--- config.mk ---
export PLATFORM = sky130hd
export DESIGN_NAME = spr_ram
export DESIGN_NICKNAME = d
export VERILOG_FILES = /design/src/rtl/stack_push_remove_by_value_unit_macros.svh /design/src/rtl/spr_pkg.sv /design/src/rtl/spr_ram.sv
export SDC_FILE = /design/constraint.sdc
export NUM_CORES = 1
export LEC_CHECK = 0
export BUFFER_PORTS_ARGS = -buffer_cell sky130_fd_sc_hd__buf_2
export CORE_UTILIZATION = 55
export DETAILED_ROUTE_END_ITERATION = 10
export GPL_TIMING_DRIVEN = 0
export PLACE_DENSITY_LB_ADDON = 0.25
export SLEW_MARGIN = 15
export SYNTH_ARGS = -nofsm -noshare
export SYNTH_HDL_FRONTEND = slang
export SYNTH_SLANG_ARGS = --single-unit
--- constraint.sdc ---
create_clock -name i_clk -period 4.1 [get_ports i_clk]
set_clock_uncertainty 0.2 [all_clocks]
set_input_delay 0.615 -clock i_clk [delete_from_list [all_inputs] [get_ports i_clk]]
set_output_delay 0.615 -clock i_clk [all_outputs]
set_load 0.01 [all_outputs]
--- src/rtl/stack_push_remove_by_value_unit_macros.svh ---
// Assertion macros for the stack push/remove-by-value unit.
// Each macro checks an implication on the rising edge of i_clk, disabled in reset.
`ifndef STACK_PUSH_REMOVE_BY_VALUE_UNIT_MACROS_SVH
`define STACK_PUSH_REMOVE_BY_VALUE_UNIT_MACROS_SVH
`ifndef NO_ASSERTIONS
`define SPR_ASSERT_SAME(label, ante, cons, msg) \
    label: assert property (@(posedge i_clk) disable iff (!i_rst_n) (ante) |-> (cons)) \
        else $error(msg);
`define SPR_ASSERT_NEXT(label, ante, cons, msg) \
    label: assert property (@(posedge i_clk) disable iff (!i_rst_n) (ante) |=> (cons)) \
        else $error(msg);
`else
`define SPR_ASSERT_SAME(label, ante, cons, msg)
`define SPR_ASSERT_NEXT(label, ante, cons, msg)
`endif
`endif

--- src/rtl/spr_pkg.sv ---
// ----------------------------------------------------------------------------
// spr_pkg
// Types and constants shared by the stack push/remove-by-value unit.
// ----------------------------------------------------------------------------
package spr_pkg;

    localparam int DATA_W  = 32;
    localparam int CAP_W   = 5;
    localparam int COUNT_W = 5;

    localparam logic [CAP_W-1:0] CAP_RESET = 5'd16;

    typedef enum logic {
        OP_PUSH   = 1'b0,
        OP_REMOVE = 1'b1
    } t_op;

    typedef enum logic [1:0] {
        ST_DONE      = 2'd0,
        ST_FULL      = 2'd1,
        ST_EMPTY     = 2'd2,
        ST_NOT_FOUND = 2'd3
    } t_status;

    typedef struct packed {
        logic               valid;
        t_status            status;
        logic [COUNT_W-1:0] count;
    } t_res;

endpackage

--- src/rtl/spr_ram.sv ---
// ----------------------------------------------------------------------------
// spr_ram
// Stack storage: one write port and one read port with registered read data.
// ----------------------------------------------------------------------------
module spr_ram import spr_pkg::*; #(
    parameter int DEPTH = 16,
    localparam int AW   = $clog2(DEPTH)
) (
    input  logic              i_clk,
    input  logic              i_we,
    input  logic [AW-1:0]     i_waddr,
    input  logic [DATA_W-1:0] i_wdata,
    input  logic [AW-1:0]     i_raddr,
    output logic [DATA_W-1:0] o_rdata
);

    logic [DATA_W-1:0] r_mem [DEPTH];
    logic [DATA_W-1:0] r_rdata;

    always_ff @(posedge i_clk) begin
        if (i_we) begin
            r_mem[i_waddr] <= i_wdata;
        end
        r_rdata <= r_mem[i_raddr];
    end

    assign o_rdata = r_rdata;

endmodule

**Word level (Yosys, flattened, before mapping)**

Memory sizes are Yosys's and may differ from the RTL's. A register that Yosys moved wholly into a read port is not among the register bits.
Cells that the tools add are included.

- Register bits: 0
- Bits in read-only memories: 0
- Word-level logic and storage cells: 3
- Memories kept: 1
- Memory bits (writable): 512
- Latch bits: 0
- Input port bits: 42

Memory list:

| memory | depth | bits a word | rd ports | clocked after Yosys merged registers in | wr ports | RTL line | RTL |
|---|---|---|---|---|---|---|---|
| r_mem | 16 | 32 | 1 | 1 | 1 | spr_ram.sv:17 | `logic [DATA_W-1:0] r_mem [DEPTH];` |

- Divide/modulo/power cells: 0
- Add/sub/neg operators: 0
- Bitwise gates (word level): 0
- Mux-type cells: 2
- Magnitude comparators: 0
- Shift operators: 0
- Eq/ne operators: 0
- Reduce and logical (&&, ||, !) cells: 0
- $mul: 0

Operators with widths:

| kind | count |
|---|---|
| 1-bit 2-to-1 mux | 2 |

**Depth between registers and ports, before layout**

Gate-level depths: netlist of run 1.

- Depth in word-level cells: 2
- Mapped depth: 5
- Mapped depth without buffers: 3

**Least setup slack after synthesis of run 1**

No wires, ideal clock.

- Path type: in2reg
- Start point: input port i_waddr[2]
- End point: memory r_mem[0][0], enable pin
- Arrival: 3.333 ns
- Data required time: 3.439 ns
- Library setup time: 0.461 ns
- Slack: 0.105 ns
- Stages on the path: 2
- Cell sequence: or3b_2 nor3_1

RTL lines:

| what | RTL line | RTL |
|---|---|---|
| start, declared | spr_ram.sv:11 | `input logic [AW-1:0] i_waddr,` |
| end, declared | spr_ram.sv:17 |  |

Straight into the memory's write port.

**Worst setup path after layout of run 1**

- Start point: input port i_waddr[2]
- End point: memory r_mem[8][23], enable pin

Straight into the memory's write port.

==> flow_metrics.env, run 1 <==
export IMPL_n_antenna_cell=0
export IMPL_ys_warn_count=0
export IMPL_path_class="primary input to flop"
export IMPL_ir_drop_v=0.000354
export IMPL_fin_total_pwr_mw=11.5
export IMPL_period_needed_ns=2.49
export IMPL_first_iter_violations=830
export IMPL_die_area_sq_um=36900
export IMPL_drt_pass1_iterations=5
export IMPL_rrSetupSlack_ns=2.51
export IMPL_viasPerCell=6.21
export IMPL_routed_wl_mm=41.7
export IMPL_die_h_microns=192
export IMPL_comb_power_share_pct=5.0
export IMPL_drtAntennaViolNets=0
export IMPL_seq_power_share_pct=54.1
export IMPL_r2r_cells=3
export IMPL_arrival_ns=2.54
export IMPL_pin_count=74
export IMPL_utilization_pct=64.6
export IMPL_p_int_mw=9.21
export IMPL_cts_tree="done"
export IMPL_swShare_pct=20.2
export IMPL_worst_pin_slew_ns=0.977
export IMPL_grt_overflow=0
export IMPL_fin_cells=1493
export IMPL_post_route_drc_count=0
export IMPL_clock_path_buffers=3
export IMPL_layout_commonest_cell="edfxtp_1"
export IMPL_gr_usage_all_layers_pct=23.3
export IMPL_yosysUniqueCellTypes=18
export IMPL_gp_congestion=0.746
export IMPL_hold_path_class="primary input to flop"
export IMPL_cts_sinks=544
export IMPL_clock_latency_ns=0.56
export IMPL_drive_gt1_share_pct=33.0
export IMPL_numPlacedInstances=1398
export IMPL_vias=9276
export IMPL_worstHoldStart="i_wdata[30]"
export IMPL_r2r_start="r_mem[10][17]"
export IMPL_syn_inst=838
export IMPL_numPortBuffers=71
export IMPL_antenna_found_initial=2
export IMPL_area_delta_synth_final_pct=15.7
export IMPL_grt_pass1_wl_mm=60.6
export IMPL_finalMaxSlewViolations=0
export IMPL_worstReg2RegEnd="o_rdata[17]"
export IMPL_maxSlewHeadroom_pct=34.9
export IMPL_hold_slack_ns=0.220
export IMPL_pwr_density_cell_nw_per_um2=503
export IMPL_cts_resized=0
export IMPL_syn_mean_instance_area_sq_um=23.7
export IMPL_required_ns=4.15
export IMPL_layout_setup_ws_ns=1.61
export IMPL_first_global_vias=9607
export IMPL_post_place_ws_ns=1.06
export IMPL_hold_path_depth=1
export IMPL_hold_violations=0
export IMPL_start_util_pct=55.8
export IMPL_holdPathEnd="r_mem[7][30]"
export IMPL_rsz0062_at_grt="no"
export IMPL_yosysTopAreaCell="edfxtp_1"
export IMPL_multiInputGateArea_sq_um=3730
export IMPL_synth_top_area_share_pct=77.4
export IMPL_p_clk_share_pct=40.9
export IMPL_drv_cap=0
export IMPL_postCtsSetupRepairBufs=0
export IMPL_ys_seq_area_share_pct=80.7
export IMPL_status="complete, no violations"
export IMPL_synth_cell_area_sq_um=19900
export IMPL_synth_nets=880
export IMPL_worstPathMaxFanout=8
export IMPL_fin_nets=1033
export IMPL_root_buffer="clkbuf_16"
export IMPL_synth_seq_cells=544
export IMPL_wl_per_cell_microns=27.9
export IMPL_h_tree_depth=2
export IMPL_cts_buffers_inserted=52
export IMPL_post_route_period_util_pct=60.8
export IMPL_setup_viol=0
export IMPL_endpoint_kind="flop"
export IMPL_hpwl_mm=25.3
export IMPL_final_cell_mix="edfxtp_1, mux4_2, buf_2, a22oi_1, clkbuf_16"
export IMPL_max_freq_mhz=401
export IMPL_clk_pin_slew_worst_paths_ns=0.06
export IMPL_num_rows=69
export IMPL_synthTopCellsByArea="edfxtp_1, mux4_2, dfxtp_1"
export IMPL_register_area_sq_um=16000
export IMPL_grt_max_degree=21
export IMPL_die_x_microns=192
export IMPL_p_leak_nw=7.45
export IMPL_fillerInstances=2286
export IMPL_hold_buffers=0
export IMPL_core_sq_um=35600
export IMPL_power_switching_mw=2.34
export IMPL_critPathLaunchType="primary input"
per-layer routing:
metal | share of wire [%] | GRT usage [%]
met1 | 41 | 31.9
met2 | 51 | 39.0
met3 | 6.5 | 4.00
met4 | 2.0 | 6.39
met5 | 0.046 | 0
power groups by stage:
stage               sequential (mW)  clock (mW)  combinational (mW)
floorplan                      6.38           0               0.299
global placement               6.36           0               0.547
detailed placement             6.37           0               0.582
CTS                            6.25        4.77               0.585
global route                   6.26        4.98               0.619
finish                         6.25        4.72               0.577
final cells by class:
cell class                 instances  share of cell area [%]
timing repair buffer              99                    3.21
clock inverter                    25                   0.991
buffer                            43                   0.969
tap                              461                    2.51
multi-input combinational        251                    16.2
sequential                       544                    69.7
clock buffer                      70                    6.40
worst max-delay path, stage by stage:
cell	delay, ns
buf_2	0.12
nand3b_1	0.36
nor3_2	0.74
buf_4	0.31
buf_6	0.17
buf_4	0.22
per-stage QoR:
step | TNS, ns | cell area, sq um
floorplan | 0 | 19900
global route | 0 | 23000
finish | 0 | 23000
detailed placement | 0 | 21300
CTS | 0 | 23000
global placement | -439.68 | 20800
registers in the layout, indices dropped and copies added (netlist names):
register  flops
o_rdata      32
r_mem       512
worst max-delay path by stage:
| stage | slack [ns] | cells past startpoint | to | from |
|---|---|---|---|---|
| 6_report | 1.61 | 6 | r_mem[8][23] | i_waddr[2] |
| 5_1_grt | 1.56 | 6 | r_mem[8][25] | i_waddr[2] |
| 4_1_cts | 1.64 | 6 | r_mem[8][25] | i_waddr[2] |
| 3_5_place_dp | 1.06 | 6 | r_mem[8][30] | i_waddr[2] |
| 3_3_place_gp | -2.36 | 3 | r_mem[0][24] | i_waddr[2] |
| 2_1_floorplan | 0.11 | 2 | r_mem[0][0] | i_waddr[2] |
cell families after synthesis:
logic type	after synthesis	share of synthesized area, %
multiplexers	128	14.5
AND/OR/NAND/NOR	59	1.27
buffers and inverters	43	1.12
AO/OA/AOI/OAI	64	2.42
flip-flops	544	80.7
cell usage after synthesis:
library cell and instances:
dfxtp_1 32, a22oi_1 64, or3b_2 1, buf_1 9, nand2b_1 2, mux4_2 128, clkbuf_1 17, edfxtp_1 512
nor2b_1 2, buf_6 2, nand3b_1 2, nor2_1 13, and2_1 1, nand3_1 1, buf_2 4, nor3_1 4
nand2_1 33, buf_4 11
(Power assumes the default switching activity.)
==> run 2: changes to the inputs <==
--- a/config.mk
+++ b/config.mk
@@ -6,7 +6,7 @@
 export NUM_CORES = 1
 export LEC_CHECK = 0
 export BUFFER_PORTS_ARGS = -buffer_cell sky130_fd_sc_hd__buf_2
-export CORE_UTILIZATION = 55
+export CORE_UTILIZATION = 56
 export DETAILED_ROUTE_END_ITERATION = 10
 export GPL_TIMING_DRIVEN = 0
 export PLACE_DENSITY_LB_ADDON = 0.25
==> constraint.sdc (replaced) <==
create_clock -name i_clk -period 2.55 [get_ports i_clk]
set_clock_uncertainty 0.2 [all_clocks]
set_input_delay 0.3825 -clock i_clk [delete_from_list [all_inputs] [get_ports i_clk]]
set_output_delay 0.3825 -clock i_clk [all_outputs]
set_load 0.01 [all_outputs]
==> run 2 against run 1 <==
  * Combinational power rose by 72%
  * Largest power group unchanged
  * Via count rose by 2.6%
  * Critical path depth fell by 1
  * Sequential power rose by 60%
  * Largest cell class unchanged
  * Clock-buffer cell count rose by 7
  * Global-route usage rose by 1.3 points
  * Sequential share of layout area fell by 1.2 points
  * Highest routed layer unchanged
  * Clock power rose by 51%
==> flow_metrics.env, run 2 (same netlist as run 1, synthesis figures left out) <==
export IMPL_post_route_drc_count=0
export IMPL_worstHoldStart="i_waddr[1]"
export IMPL_drive_gt1_share_pct=30.8
export IMPL_routed_wl_mm=42.6
export IMPL_ir_drop_v=0.000561
export IMPL_die_x_microns=190
export IMPL_fin_total_pwr_mw=18.2
export IMPL_clk_pin_slew_worst_paths_ns=0.06
export IMPL_die_h_microns=190
export IMPL_arrival_ns=2.14
export IMPL_drtAntennaViolNets=0
export IMPL_core_sq_um=34700
export IMPL_cts_sinks=544
export IMPL_pwr_density_cell_nw_per_um2=777
export IMPL_hpwl_mm=25.9
export IMPL_endpoint_kind="flop"
export IMPL_final_cell_mix="edfxtp_1, mux4_2, buf_2, a22oi_1, clkbuf_16"
export IMPL_drt_pass1_iterations=5
export IMPL_start_util_pct=57.2
export IMPL_hold_violations=0
export IMPL_wl_per_cell_microns=28.0
export IMPL_critPathLaunch="i_raddr[1]"
export IMPL_rsz0062_at_grt="no"
export IMPL_cts_resized=0
export IMPL_critPathLaunchType="primary input"
export IMPL_postCtsSetupRepairBufs=0
export IMPL_worst_pin_slew_ns=0.981
export IMPL_post_route_period_util_pct=75.5
export IMPL_first_iter_violations=1089
export IMPL_gp_congestion=0.746
export IMPL_post_place_ws_ns=0.0311
export IMPL_hold_buffers=32
export IMPL_die_area_sq_um=36200
export IMPL_numPortBuffers=71
export IMPL_worstPathMaxFanout=10
export IMPL_pin_count=74
export IMPL_setup_viol=0
export IMPL_finalMaxSlewViolations=0
export IMPL_h_tree_depth=2
export IMPL_vias=9518
export IMPL_cts_tree="done"
export IMPL_clock_path_buffers=3
export IMPL_path_class="primary input to flop"
export IMPL_status="complete, no violations"
export IMPL_p_leak_nw=7.57
export IMPL_max_freq_mhz=520
export IMPL_area_delta_synth_final_pct=17.8
export IMPL_gr_usage_all_layers_pct=24.5
export IMPL_root_buffer="clkbuf_16"
export IMPL_fin_nets=1064
export IMPL_drv_cap=0
export IMPL_cts_buffers_inserted=53
export IMPL_first_global_vias=9624
export IMPL_rrSetupSlack_ns=0.93
export IMPL_clock_latency_ns=0.56
export IMPL_viasPerCell=6.27
export IMPL_hold_path_class="primary input to flop"
export IMPL_grt_overflow=0
export IMPL_period_needed_ns=1.92
export IMPL_r2r_start="r_mem[3][16]"
export IMPL_grt_max_degree=21
export IMPL_largest_register_ffs=512
export IMPL_antenna_found_initial=2
export IMPL_layout_setup_ws_ns=0.625
export IMPL_grt_pass1_wl_mm=62.5
export IMPL_maxSlewHeadroom_pct=34.6
export IMPL_layout_commonest_cell="edfxtp_1"
export IMPL_num_rows=68
export IMPL_required_ns=2.77
export IMPL_top_register="r_mem"
-- run 2: path summary, 6_finish.rpt --
path	to	depth (start not counted)
max	o_rdata[19]	5
min	r_mem[4][19]	2
max reg2reg	o_rdata[16]	3
min reg2reg	o_rdata[28]	3
-- run 2: worst max-delay path, cell delays in order --
cell	delay (ns)
buf_2	0.23
buf_1	0.77
mux4_2	0.41
a22oi_1	0.21
nand2_1	0.13
-- run 2: stage by stage --
step | hold WS [ns] | utilization, % | instances | cell area [sq um] | TNS [ns]
2_1_floorplan | 0.281 | - | 838 | 19900 | -36.10
3_3_place_gp | 0.453 | 60.0 | 1364 | 20800 | -679.90
3_5_place_dp | 0.453 | 61.9 | 1390 | 21500 | 0
4_1_cts | 0.184 | 67.4 | 1518 | 23400 | 0
5_1_grt | 0.208 | 67.4 | 1519 | 23400 | 0
6_report | 0.211 | 67.4 | 1519 | 23400 | 0
-- run 2: area by class of cell --
cell class,instances,area (sq um)
Timing Repair Buffer,129,1250
Multi-Input combinational cell,251,3750
Fill cell,2165,11300
Clock buffer,77,1470
Antenna cell,1,2.50
Clock inverter,19,111
Tap cell,455,569
Buffer,43,223
Sequential cell,544,16000
-- run 2: report_power, final --
part           internal (mW)  total, mW  switching, mW
combinational          0.419      0.991          0.572
clock                   4.07       7.14           3.08
sequential              9.99       10.0         0.0509
-- run 2: per-layer routing --
metal  vias up  share of wire (%)  track usage [%]
li1       3948                  -                -
met1      4954                 42             36.7
met2       526                 47             37.6
met3        88                8.4             4.42
met4         2                2.2             7.02
met5         -              0.016                0
